### src/rtl/core/finger_count_action_qualifier_top_assert.svh
// Assertion macros for the finger count action qualifier.
// Each macro expands to a concurrent assertion in simulation and to nothing
// when SYNTHESIS is defined. No dependencies.
`ifndef FINGER_COUNT_ACTION_QUALIFIER_TOP_ASSERT_SVH
`define FINGER_COUNT_ACTION_QUALIFIER_TOP_ASSERT_SVH

`ifndef SYNTHESIS

// same-cycle implication
`define FCAQ_ASSERT_NOW(lbl, clk, rst_n, ante, cons) \
	lbl: assert property (@(posedge clk) disable iff (!rst_n) (ante) |-> (cons)) \
		else $error("fcaq assertion failed");

// next-cycle implication
`define FCAQ_ASSERT_NEXT(lbl, clk, rst_n, ante, cons) \
	lbl: assert property (@(posedge clk) disable iff (!rst_n) (ante) |=> (cons)) \
		else $error("fcaq assertion failed");

`else

`define FCAQ_ASSERT_NOW(lbl, clk, rst_n, ante, cons)

`define FCAQ_ASSERT_NEXT(lbl, clk, rst_n, ante, cons)

`endif

`endif

### src/rtl/core/fcaq_pkg.sv
// Package for the finger count action qualifier.
// Action codes, finger count codes, register map and reset values. No dependencies.
package fcaq_pkg;

	typedef enum logic [2:0] {
		ACT_MOVE    = 3'd0,
		ACT_LEFT    = 3'd1,
		ACT_RIGHT   = 3'd2,
		ACT_DOUBLE  = 3'd3,
		ACT_DRAG    = 3'd4,
		ACT_RELEASE = 3'd5
	} action_t;

	localparam int NUM_CNT = 5;

	localparam logic [3:0] FC_LEFT  = 4'd2;
	localparam logic [3:0] FC_DRAG  = 4'd3;
	localparam logic [3:0] FC_RIGHT = 4'd4;

	localparam int SENS_W    = 7;
	localparam int HOLDOFF_W = 16;
	localparam int POS_W     = 16;
	localparam int CNT_W     = 8;

	localparam logic [SENS_W-1:0]    SENS_RESET    = 7'd5;
	localparam logic [HOLDOFF_W-1:0] HOLDOFF_RESET = 16'd500;

	// register select is paddr[2]
	localparam logic REG_SENS    = 1'b0;
	localparam logic REG_HOLDOFF = 1'b1;

	typedef logic [CNT_W-1:0] cnt_t;

	function automatic cnt_t sat_inc(input cnt_t v);
		cnt_t r;
		r = (v == '1) ? v : v + cnt_t'(1);
		return r;
	endfunction

endpackage

### src/rtl/core/finger_count_action_qualifier_top.sv
// Finger count action qualifier, top level.
// Depends on fcaq_pkg and finger_count_action_qualifier_top_assert.svh.
//
// channel   dir  handshake                        payload
// s_axis    in   s_axis_tvalid / s_axis_tready    tuser func, tdata fingers + cursor
// m_axis    out  m_axis_tvalid / m_axis_tready    tuser action, tdata press/pos/release
// apb       in   psel & penable & pwrite, pready  sensitivity @0x0, holdoff_ticks @0x4
//
// One transaction per cycle while the output does not stall; input register, then result register.
// Qualifier state updates as the item leaves the input register, so the next item
// sees it without bubbles. Tick transactions that produce no result are dropped there.
// Reset clears counters, holdoff timer, held button and restores register defaults.
// Output stall holds the input register; s_axis_tready falls only then.
`include "finger_count_action_qualifier_top_assert.svh"

module finger_count_action_qualifier_top (
	input  logic        clk,
	input  logic        arst_n,
	input  logic        s_axis_tvalid,
	output logic        s_axis_tready,
	input  logic [0:0]  s_axis_tuser,  // [0] func
	input  logic [39:0] s_axis_tdata,  // [3:0] finger_count, [19:4] cursor_x, [35:20] cursor_y
	output logic        m_axis_tvalid,
	input  logic        m_axis_tready,
	output logic [2:0]  m_axis_tuser,  // [2:0] action
	output logic [71:0] m_axis_tdata,  // [0] drag_press, [16:1] pos_x, [32:17] pos_y,
	                                   // [33] release_emitted, [49:34] release_x,
	                                   // [65:50] release_y
	input  logic        psel,
	input  logic        penable,
	input  logic        pwrite,
	input  logic [2:0]  paddr,
	input  logic [31:0] pwdata,
	output logic [31:0] prdata,
	output logic        pready
);

	localparam int PW = fcaq_pkg::POS_W;

	// configuration
	logic [fcaq_pkg::SENS_W-1:0]    sens_q;
	logic [fcaq_pkg::HOLDOFF_W-1:0] holdoff_q;
	logic                           cfg_wr;

	// input register
	logic          v_s1;
	logic          func_s1;
	logic [3:0]    fc_s1;
	logic [PW-1:0] x_s1;
	logic [PW-1:0] y_s1;
	logic          adv;

	// qualifier state
	fcaq_pkg::cnt_t                 cnt_q [fcaq_pkg::NUM_CNT];
	fcaq_pkg::cnt_t                 cnt_n [fcaq_pkg::NUM_CNT];
	logic [fcaq_pkg::HOLDOFF_W-1:0] hold_q, hold_n;
	logic                           held_q, held_n;
	logic [PW-1:0]                  ldx_q, ldx_n, ldy_q, ldy_n;

	// result
	logic              res_v;
	fcaq_pkg::action_t res_act;
	logic              res_press;
	logic [PW-1:0]     res_px, res_py;
	logic              rel_e;
	logic [PW-1:0]     rel_x, rel_y;

	// output register
	logic              out_v_q;
	fcaq_pkg::action_t act_q;
	logic              press_q;
	logic [PW-1:0]     px_q, py_q;
	logic              rel_e_q;
	logic [PW-1:0]     rel_x_q, rel_y_q;

	// ---------------- configuration port ----------------
	assign pready = 1'b1;
	assign cfg_wr = psel & penable & pwrite & pready;

	always_ff @(posedge clk or negedge arst_n) begin
		if (!arst_n) begin
			sens_q    <= fcaq_pkg::SENS_RESET;
			holdoff_q <= fcaq_pkg::HOLDOFF_RESET;
		end else if (cfg_wr) begin
			unique case (paddr[2])
				fcaq_pkg::REG_SENS:    sens_q    <= pwdata[fcaq_pkg::SENS_W-1:0];
				fcaq_pkg::REG_HOLDOFF: holdoff_q <= pwdata[fcaq_pkg::HOLDOFF_W-1:0];
				default: ;
			endcase
		end
	end

	always_comb begin
		unique case (paddr[2])
			fcaq_pkg::REG_SENS:    prdata = {{(32-fcaq_pkg::SENS_W){1'b0}}, sens_q};
			fcaq_pkg::REG_HOLDOFF: prdata = {{(32-fcaq_pkg::HOLDOFF_W){1'b0}}, holdoff_q};
			default:               prdata = '0;
		endcase
	end

	// ---------------- handshake ----------------
	assign adv           = v_s1 & (~out_v_q | m_axis_tready);
	assign s_axis_tready = ~v_s1 | adv;

	always_ff @(posedge clk or negedge arst_n) begin
		if (!arst_n) begin
			v_s1 <= 1'b0;
		end else if (s_axis_tready) begin
			v_s1 <= s_axis_tvalid;
		end
	end

	always_ff @(posedge clk) begin
		if (s_axis_tvalid && s_axis_tready) begin
			func_s1 <= s_axis_tuser[0];
			fc_s1   <= s_axis_tdata[3:0];
			x_s1    <= s_axis_tdata[19:4];
			y_s1    <= s_axis_tdata[35:20];
		end
	end

	// ---------------- qualifier ----------------
	always_comb begin
		logic              active;
		logic              do_move;
		fcaq_pkg::action_t idx;

		cnt_n     = cnt_q;
		hold_n    = hold_q;
		held_n    = held_q;
		ldx_n     = ldx_q;
		ldy_n     = ldy_q;
		res_v     = 1'b0;
		res_act   = fcaq_pkg::ACT_MOVE;
		res_press = 1'b0;
		res_px    = x_s1;
		res_py    = y_s1;
		rel_e     = 1'b0;
		rel_x     = '0;
		rel_y     = '0;
		do_move   = 1'b0;
		idx       = fcaq_pkg::ACT_DOUBLE;
		active    = (hold_q != '0);

		if (func_s1) begin
			if (active) begin
				hold_n = hold_q - 16'd1;
				if (hold_n == '0 && held_q) begin
					res_v   = 1'b1;
					res_act = fcaq_pkg::ACT_RELEASE;
					res_px  = ldx_q;
					res_py  = ldy_q;
				end
			end
		end else begin
			res_v = 1'b1;
			if (fc_s1 == fcaq_pkg::FC_DRAG) begin
				if (held_q || (!active &&
				    cnt_q[fcaq_pkg::ACT_DRAG] > {1'b0, sens_q})) begin
					hold_n    = holdoff_q;
					cnt_n     = '{default: '0};
					res_act   = fcaq_pkg::ACT_DRAG;
					res_press = ~held_q;
					held_n    = 1'b1;
					ldx_n     = x_s1;
					ldy_n     = y_s1;
				end else begin
					cnt_n[fcaq_pkg::ACT_DRAG] = fcaq_pkg::sat_inc(cnt_q[fcaq_pkg::ACT_DRAG]);
					do_move = 1'b1;
				end
			end else if (!active && fc_s1 >= fcaq_pkg::FC_LEFT) begin
				if (fc_s1 == fcaq_pkg::FC_LEFT)
					idx = fcaq_pkg::ACT_LEFT;
				else if (fc_s1 == fcaq_pkg::FC_RIGHT)
					idx = fcaq_pkg::ACT_RIGHT;
				if (cnt_q[idx] > {1'b0, sens_q}) begin
					hold_n  = holdoff_q;
					cnt_n   = '{default: '0};
					res_act = idx;
				end else begin
					cnt_n[idx] = fcaq_pkg::sat_inc(cnt_q[idx]);
					do_move = 1'b1;
				end
			end else begin
				do_move = 1'b1;
			end

			if (do_move) begin
				cnt_n[fcaq_pkg::ACT_MOVE] = fcaq_pkg::sat_inc(cnt_q[fcaq_pkg::ACT_MOVE]);
				if (cnt_n[fcaq_pkg::ACT_MOVE] > {sens_q, 1'b0})
					cnt_n = '{default: '0};
			end
		end

		// any non-drag result drops a held button at the last drag position
		if (res_v && res_act != fcaq_pkg::ACT_DRAG && held_q) begin
			rel_e  = 1'b1;
			rel_x  = ldx_q;
			rel_y  = ldy_q;
			held_n = 1'b0;
		end
	end

	always_ff @(posedge clk or negedge arst_n) begin
		if (!arst_n) begin
			cnt_q  <= '{default: '0};
			hold_q <= '0;
			held_q <= 1'b0;
			ldx_q  <= '0;
			ldy_q  <= '0;
		end else if (adv) begin
			cnt_q  <= cnt_n;
			hold_q <= hold_n;
			held_q <= held_n;
			ldx_q  <= ldx_n;
			ldy_q  <= ldy_n;
		end
	end

	// ---------------- result register ----------------
	always_ff @(posedge clk or negedge arst_n) begin
		if (!arst_n) begin
			out_v_q <= 1'b0;
		end else if (adv) begin
			out_v_q <= res_v;
		end else if (m_axis_tready) begin
			out_v_q <= 1'b0;
		end
	end

	always_ff @(posedge clk) begin
		if (adv && res_v) begin
			act_q   <= res_act;
			press_q <= res_press;
			px_q    <= res_px;
			py_q    <= res_py;
			rel_e_q <= rel_e;
			rel_x_q <= rel_x;
			rel_y_q <= rel_y;
		end
	end

	assign m_axis_tvalid = out_v_q;
	assign m_axis_tuser  = act_q;
	assign m_axis_tdata  = {6'd0, rel_y_q, rel_x_q, rel_e_q, py_q, px_q, press_q};

	// ---------------- checks ----------------
	`FCAQ_ASSERT_NEXT(a_tick_counts_down, clk, arst_n, adv && func_s1 && hold_q != '0, hold_q == $past(hold_q) - 16'd1)
	`FCAQ_ASSERT_NOW(a_release_only_flags, clk, arst_n, out_v_q && act_q == fcaq_pkg::ACT_RELEASE, rel_e_q)
	`FCAQ_ASSERT_NEXT(a_drag_holds_button, clk, arst_n, adv && res_v && res_act == fcaq_pkg::ACT_DRAG, held_q)
	`FCAQ_ASSERT_NEXT(a_stall_freezes_state, clk, arst_n, !adv, $stable(held_q) && $stable(hold_q))

endmodule
### config.mk
export PLATFORM = sky130hd
export DESIGN_NAME = finger_count_action_qualifier_top
export DESIGN_NICKNAME = d
export VERILOG_FILES = /design/src/rtl/core/fcaq_pkg.sv /design/src/rtl/core/finger_count_action_qualifier_top.sv
export VERILOG_INCLUDE_DIRS = /design/src /design/src/rtl/core
export SDC_FILE = /design/constraint.sdc
export NUM_CORES = 1
export LEC_CHECK = 0
export ABC_AREA = 1
export CAP_MARGIN = 20
export CORE_ASPECT_RATIO = 1.4
export CORE_MARGIN = 4
export CORE_UTILIZATION = 60
export CTS_BUF_LIST = sky130_fd_sc_hd__clkbuf_2
export CTS_CLUSTER_SIZE = 40
export DETAILED_ROUTE_END_ITERATION = 8
export DONT_BUFFER_PORTS = 1
export GPL_TIMING_DRIVEN = 1
export PLACE_DENSITY = 0.76
export SYNTH_ARGS = -nofsm -noshare
export SYNTH_HDL_FRONTEND = slang
export SYNTH_SLANG_ARGS = --single-unit
### constraint.sdc
create_clock -name clk -period 6.4 [get_ports clk]
set_input_delay 0.64 -clock clk [delete_from_list [all_inputs] [get_ports clk]]
set_output_delay 0.64 -clock clk [all_outputs]
set_load 0.02 [all_outputs]
==> results.sh, run 1 <==
export IMPL_cts_buffers=50
export IMPL_report_final_slew_viol_count=0
export IMPL_drv_cap=0
export IMPL_grt_pass1_wl_um=44900
export IMPL_setup_tns_ps=0
export IMPL_synthSimpleGateAreaFrac_pct=23.0
export IMPL_syn_area_mm2=0.0121
export IMPL_ant_nets=0
export IMPL_cp_data_required_time_ps=7180
export IMPL_cts_num_sinks=220
export IMPL_die_w_um=128
export IMPL_dieArea_mm2=0.0225
export IMPL_path_max_fanout=20
export IMPL_hold_viol=0
export IMPL_period_share_pct=60.7
export IMPL_setup_viol=0
export IMPL_slowest_stage="nor2_2"
export IMPL_ys_warn_count=0
export IMPL_first_pass_iters=6
export IMPL_synth_cell_types=46
export IMPL_h_tree_depth=2
export IMPL_synth_fa_ha_area_share_pct=2.79
export IMPL_cts_path_max_buffers=3
export IMPL_finalWeightedCongestion=0.973
export IMPL_antenna_found_initial=1
export IMPL_async_flop_share_pct=51.8
export IMPL_clkTransAtPathRegs_ps=100
export IMPL_synth_top_family_by_area="simple AND/OR/NAND/NOR gates"
export IMPL_crit_type="reg -> reg"
export IMPL_synth_area_top_cells="edfxtp_1, dfrtp_1, nand2_1"
export IMPL_yosysTopAreaCell="edfxtp_1"
export IMPL_grt_overflow=0
export IMPL_crit_path_end_kind="flip-flop"
export IMPL_vias=9650
export IMPL_dp_final_hpwl_um=17800
export IMPL_dp_slack_ps=2590
export IMPL_cp_num_buf_inv=3
export IMPL_drive_gt1_share_pct=14.8
export IMPL_synth_top_cell_area_share_pct=26.3
export IMPL_track_usage_pct=24.2
export IMPL_synth_xor_area_share_pct=1.09
export IMPL_crit_arrival_ps=4670
export IMPL_final_cells=1806
export IMPL_finalNetCount=1619
export IMPL_clock_fmax_mhz=257
export IMPL_synth_seq_cells=220
export IMPL_dp_cells=1651
export IMPL_synth_compound_area_share_pct=11.1
export IMPL_die_y_um=176
export IMPL_first_iter_violations=536
export IMPL_crit_path_frequent_cell="nand2_1"
export IMPL_clock_latency_ps=860
export IMPL_r2r_slack_ps=2520
export IMPL_grt_max_degree=115
export IMPL_cts_setup_buffers=0
export IMPL_crit_family="simple AND/OR/NAND/NOR gates"
export IMPL_yosysMostFrequentCell="nand2_1"
export IMPL_worst_pin_slew_ps=1050
export IMPL_fin_skew_ps=59.3
export IMPL_fin_ws_ps=2520
export IMPL_synth_common_cells="nand2_1, inv_1, nor2_1"
export IMPL_wl_um=27000
export IMPL_cp_cell_sequence="nor2_2 -> nand2_2 -> nand2_1 -> nand3_1 -> nand2_1 -> inv_1 -> ha_1 -> inv_1 -> nand2_1 -> nand2_1 -> nand2_1 -> nand2_1 -> nand2_1 -> nand2_1 -> nand2_1 -> nand2_1 -> nand2_1 -> nand2_2 -> nand3_2 -> nand3_4 -> nand2_4 -> inv_2 -> nand3_1 -> nand2_1"
export IMPL_n_fill_cell=1594
export IMPL_drt_vias_per_instance=5.34
export IMPL_synth_avg_cell_area_um2=8.33
export IMPL_muxShareOfSynthArea_pct=0.818
export IMPL_p_per_area_mw_per_mm2=343
export IMPL_slowest_delay_ps=580
export IMPL_syn2layout_area_growth_pct=8.64
export IMPL_portBuffers=0
export IMPL_rsz0062_at_grt="false"
export IMPL_grt_pass1_vias=9427
export IMPL_fin_util_pct=66.2
export IMPL_io_pins=193
export IMPL_period_minus_slack_ps=3880
export IMPL_synth_edf_count=106
export IMPL_core_area_mm2=0.0198
export IMPL_syn_inst=1451
export IMPL_cellLeakagePower_uw=0.00620
export IMPL_hold_path_class="in -> reg"
export IMPL_cts_root_buf="clkbuf_2"
export IMPL_drc=0
export IMPL_synth_seq_area_share_pct=50.0
export IMPL_outcome="completed"
export IMPL_cts_tree="built"
export IMPL_slew_limit_headroom_pct=29.7
export IMPL_std_cell_rows=61
export IMPL_ctsResizeCount=0
export IMPL_start_util_pct=60.9
export IMPL_start_kind="flip-flop"
export IMPL_synthFlopType="edfxtp_1"
export IMPL_wl_per_cell_um=14.9
export IMPL_peakVddDrop_mv=0.202
tightest hold or removal path: cells and delay by family:
family                 cells  cell delay (ps)
and+or+nand+nor            1              290
AOI/OAI and AO/OA          1              130
buffers and inverters      1               30
cells by family (layout without fill, tap and decap cells):
family / Yosys count / count (layout)
xor+xnor: 15 / 15
mux: 9 / 9
buf+inv: 307 / 386
fa+ha+maj: 27 / 27
flops: 220 / 220
simple gates: 625 / 625
compound gates: 246 / 246
other cells: 2 / 26
sequential cells by signal (all words and copies together) (netlist names):
register and cells:
px_q 16, m_axis_tuser 3, ldx_q 16, v_s1 1, x_s1 16, fc_s1 4
m_axis_tvalid 1, sens_q 7, rel_x_q 16, holdoff_q 16, rel_e_q 1, ldy_q 16
hold_q 16, py_q 16, y_s1 16, func_s1 1, press_q 1, cnt_q 40
rel_y_q 16, held_q 1
where the power goes:
part           total, µW  internal, µW  switching, µW
registers           2070          1780            295
logic               1550           542           1000
clock network        894           330            564
layout make-up:
type | count | area (µm²) | share of cell area [%]
Clock buffer | 78 | 390 | 2.97
Timing Repair Buffer | 65 | 668 | 5.09
Antenna cell | 3 | 7.51 | 0.0572
Multi-Input combinational cell | 945 | 4770 | 36.4
Sequential cell | 220 | 6050 | 46.0
Clock inverter | 16 | 78.8 | 0.600
Inverter | 227 | 852 | 6.49
Tap cell | 252 | 315 | 2.40
placed cells by master (no fill, tap or decap), types with 2 or more instances in the layout:
master,count
o21ai_1,60
dfrtp_1,106
edfxtp_1,106
xnor2_1,4
nor2_1,108
o22ai_1,2
nand2_1,335
diode_2,3
nand2_2,31
nand3_2,13
dlygate4sd3_1,56
o21a_1,2
inv_2,28
clkinv_2,5
xor2_1,11
o21ai_0,104
o31ai_1,2
clkinvlp_4,2
dfstp_2,8
o21ai_2,23
or2_2,2
conb_1,23
clkbuf_2,78
nor2_2,13
buf_4,6
ha_1,27
a21oi_1,50
nor2_4,3
nand4_1,6
mux2i_1,2
nor3_1,9
nand3_1,97
clkinv_1,10
mux2_2,7
inv_1,197
metrics by stage:
step	hold slack, ps	power (µW)	cell area [µm²]
after global routing	275	4900	13100
after detailed placement	349	3590	12000
after CTS	231	4530	13100
after global placement	348	3520	12000
after floorplan	344	3270	12200
final	294	4510	13100
per-layer routing:
metal	wire [µm]	up-vias	track usage [%]
li1	-	4778	-
met1	10800	4492	29.0
met2	13900	314	42.0
met3	1420	66	4.78
met4	889	0	10.5
met5	0	-	0
what timing repair did:
action	in CTS	in global routing
hold endpoints to repair	176	0
endpoints found under the setup margin	0	0
hold buffers	57	0
path summary, 6_finish.rpt:
path | from | endpoint | depth (start not counted)
hold reg to reg | sens_q[5] | sens_q[5] | 2
hold / removal | paddr[2] | sens_q[2] | 3
setup reg to reg | fc_s1[1] | cnt_q[15] | 24
min in group asynchronous | arst_n | ldx_q[4] | 2
setup / recovery | fc_s1[1] | cnt_q[15] | 24
max in group asynchronous | arst_n | cnt_q[36] | 2
No activity file was read; power rests on OpenSTA's default activity.
==> inputs of run 2 (changes only) <==
==> constraint.sdc (replaced) <==
create_clock -name clk -period 4.1 [get_ports clk]
set_input_delay 0.41 -clock clk [delete_from_list [all_inputs] [get_ports clk]]
set_output_delay 0.41 -clock clk [all_outputs]
set_load 0.02 [all_outputs]
==> run 2 against run 1 <==
Clock skew rose by 23 ps. Core utilization is 0.47 points higher. Register-to-register slack got worse by 1800 ps. Sequential power grew 56%. Power up 57%. Highest routed layer unchanged. Sequential share of layout area shrank 0.33 points. Cell area up 0.71%. Die area stayed put. Count of clock-buffer cells in the layout did not move. Worst hold slack worse by 200 ps. Final cell count up 0.44%. Clock power increased by 58%.
==> results.sh, run 2 (synthesis gave the netlist of run 1 again) <==
export IMPL_start_kind="flip-flop"
export IMPL_outcome="completed"
export IMPL_cts_tree="built"
export IMPL_crit_path_end_kind="flip-flop"
export IMPL_grt_pass1_vias=9538
export IMPL_regMostFlops="cnt_q"
export IMPL_first_iter_violations=511
export IMPL_fin_util_pct=66.7
export IMPL_final_cells=1814
export IMPL_hold_viol=0
export IMPL_drv_cap=0
export IMPL_path_max_fanout=20
export IMPL_grt_pass1_wl_um=45900
export IMPL_track_usage_pct=24.8
export IMPL_layout_common_cells="nand2_1, inv_1, nor2_1, dfrtp_1, edfxtp_1"
export IMPL_n_fill_cell=1593
export IMPL_p_per_area_mw_per_mm2=536
export IMPL_worst_pin_slew_ps=1130
export IMPL_io_pins=193
export IMPL_finalNetCount=1629
export IMPL_dieArea_mm2=0.0225
export IMPL_rsz0062_at_grt="false"
export IMPL_clock_latency_ps=860
export IMPL_final_common_cell="nand2_1"
export IMPL_cts_root_buf="clkbuf_2"
export IMPL_std_cell_rows=61
export IMPL_hold_depth=3
export IMPL_drc=0
export IMPL_wl_per_cell_um=15.4
export IMPL_cellLeakagePower_uw=0.00625
export IMPL_cp_cell_sequence="ha_1 -> inv_1 -> nor3_4 -> nand4_2 -> nor2_1 -> nor3_1 -> a21oi_1 -> ha_1 -> a21oi_1 -> a21o_1 -> o211ai_1 -> nand2_1 -> inv_1 -> nand3_4 -> nand2_4 -> inv_2 -> nand2_1 -> o21ai_1"
export IMPL_report_final_slew_viol_count=0
export IMPL_portBuffers=0
export IMPL_period_minus_slack_ps=3350
export IMPL_crit_cells=18
export IMPL_peakVddDrop_mv=0.354
export IMPL_setup_tns_ps=0
export IMPL_cts_buffers=50
export IMPL_slew_limit_headroom_pct=24.3
export IMPL_ant_nets=0
export IMPL_syn2layout_area_growth_pct=9.42
export IMPL_fin_skew_ps=82.7
export IMPL_cts_path_max_buffers=3
export IMPL_ctsResizeCount=0
export IMPL_grt_overflow=0
export IMPL_vias=9773
export IMPL_first_pass_iters=5
export IMPL_die_y_um=176
export IMPL_cts_num_sinks=220
export IMPL_cp_data_required_time_ps=4840
export IMPL_crit_type="reg -> reg"
export IMPL_die_w_um=128
export IMPL_crit_arrival_ps=4080
export IMPL_grt_max_degree=115
export IMPL_largest_reg_flops=40
export IMPL_start_util_pct=60.9
export IMPL_crit_family="simple AND/OR/NAND/NOR gates"
export IMPL_cp_num_buf_inv=3
export IMPL_core_area_mm2=0.0198
export IMPL_drive_gt1_share_pct=14.9
export IMPL_setup_viol=0
export IMPL_slowest_stage="inv_2"
export IMPL_antenna_found_initial=1
export IMPL_drt_vias_per_instance=5.39
export IMPL_clkTransAtPathRegs_ps=120
export IMPL_slowest_delay_ps=420
export IMPL_finalWeightedCongestion=0.951
export IMPL_ff2ff_path_depth=18
export IMPL_period_share_pct=81.6
export IMPL_wl_um=27900
export IMPL_h_tree_depth=2
export IMPL_dp_final_hpwl_um=18000
export IMPL_dp_cells=1658
export IMPL_hold_path_class="in -> reg"
export IMPL_clock_fmax_mhz=299
-- run 2: where the power goes --
group,switching [µW],leakage [µW],total (µW),internal [µW]
sequential,458,0.00249,3230,2770
clock,894,0.000364,1410,521
combinational,1580,0.00339,2440,858
-- run 2: per-stage QoR --
stage	total power [µW]	cell area [µm²]	setup WS (ps)	hold slack (ps)
floorplan	5110	12200	667	114
global placement	5490	12100	790	118
detailed placement	5610	12100	755	119
CTS	7110	13200	721	18.7
global route	7680	13200	390	84.1
finish	7090	13200	753	97.0
-- run 2: per-layer routing --
metal	part of all wire, %	vias to the layer above	wire, µm	global-route usage (%)
met5	0	-	0	0
met4	2.9	0	822	9.96
met3	5.6	63	1570	4.66
met2	52	332	14500	43.8
met1	40	4586	11100	29.8
li1	-	4792	-	-
-- run 2: what timing repair did --
action,4_1_cts,5_1_grt
hold buffers,61,0
setup buffers,0,0
endpoints found under the hold margin,178,0
-- run 2: worst min-delay path, stage by stage --
cell,delay (ps)
inv_1,30
nand2_1,300
o21ai_0,130
-- run 2: cell type report --
| type | count | area [µm²] | area share, % |
|---|---|---|---|
| Antenna cell | 1 | 2.50 | 0.0189 |
| Clock buffer | 78 | 390 | 2.95 |
| Clock inverter | 16 | 80.1 | 0.605 |
| Inverter | 227 | 852 | 6.44 |
| Multi-Input combinational cell | 945 | 4770 | 36.1 |
| Sequential cell | 220 | 6050 | 45.7 |
| Tap cell | 252 | 315 | 2.38 |
| Timing Repair Buffer | 75 | 766 | 5.79 |
-- run 2: path summary, 6_finish.rpt --
| path | start | endpoint | slack, ps |
|---|---|---|---|
| worst max-delay path | cnt_q[32] | cnt_q[6] | 750 |
| worst min-delay path | paddr[2] | sens_q[5] | 100 |
| worst max register to register | cnt_q[32] | cnt_q[6] | 750 |
| worst min register to register | x_s1[10] | ldx_q[10] | 480 |
| max in group asynchronous | arst_n | holdoff_q[15] | 3310 |
| min in group asynchronous | arst_n | ldy_q[5] | 190 |
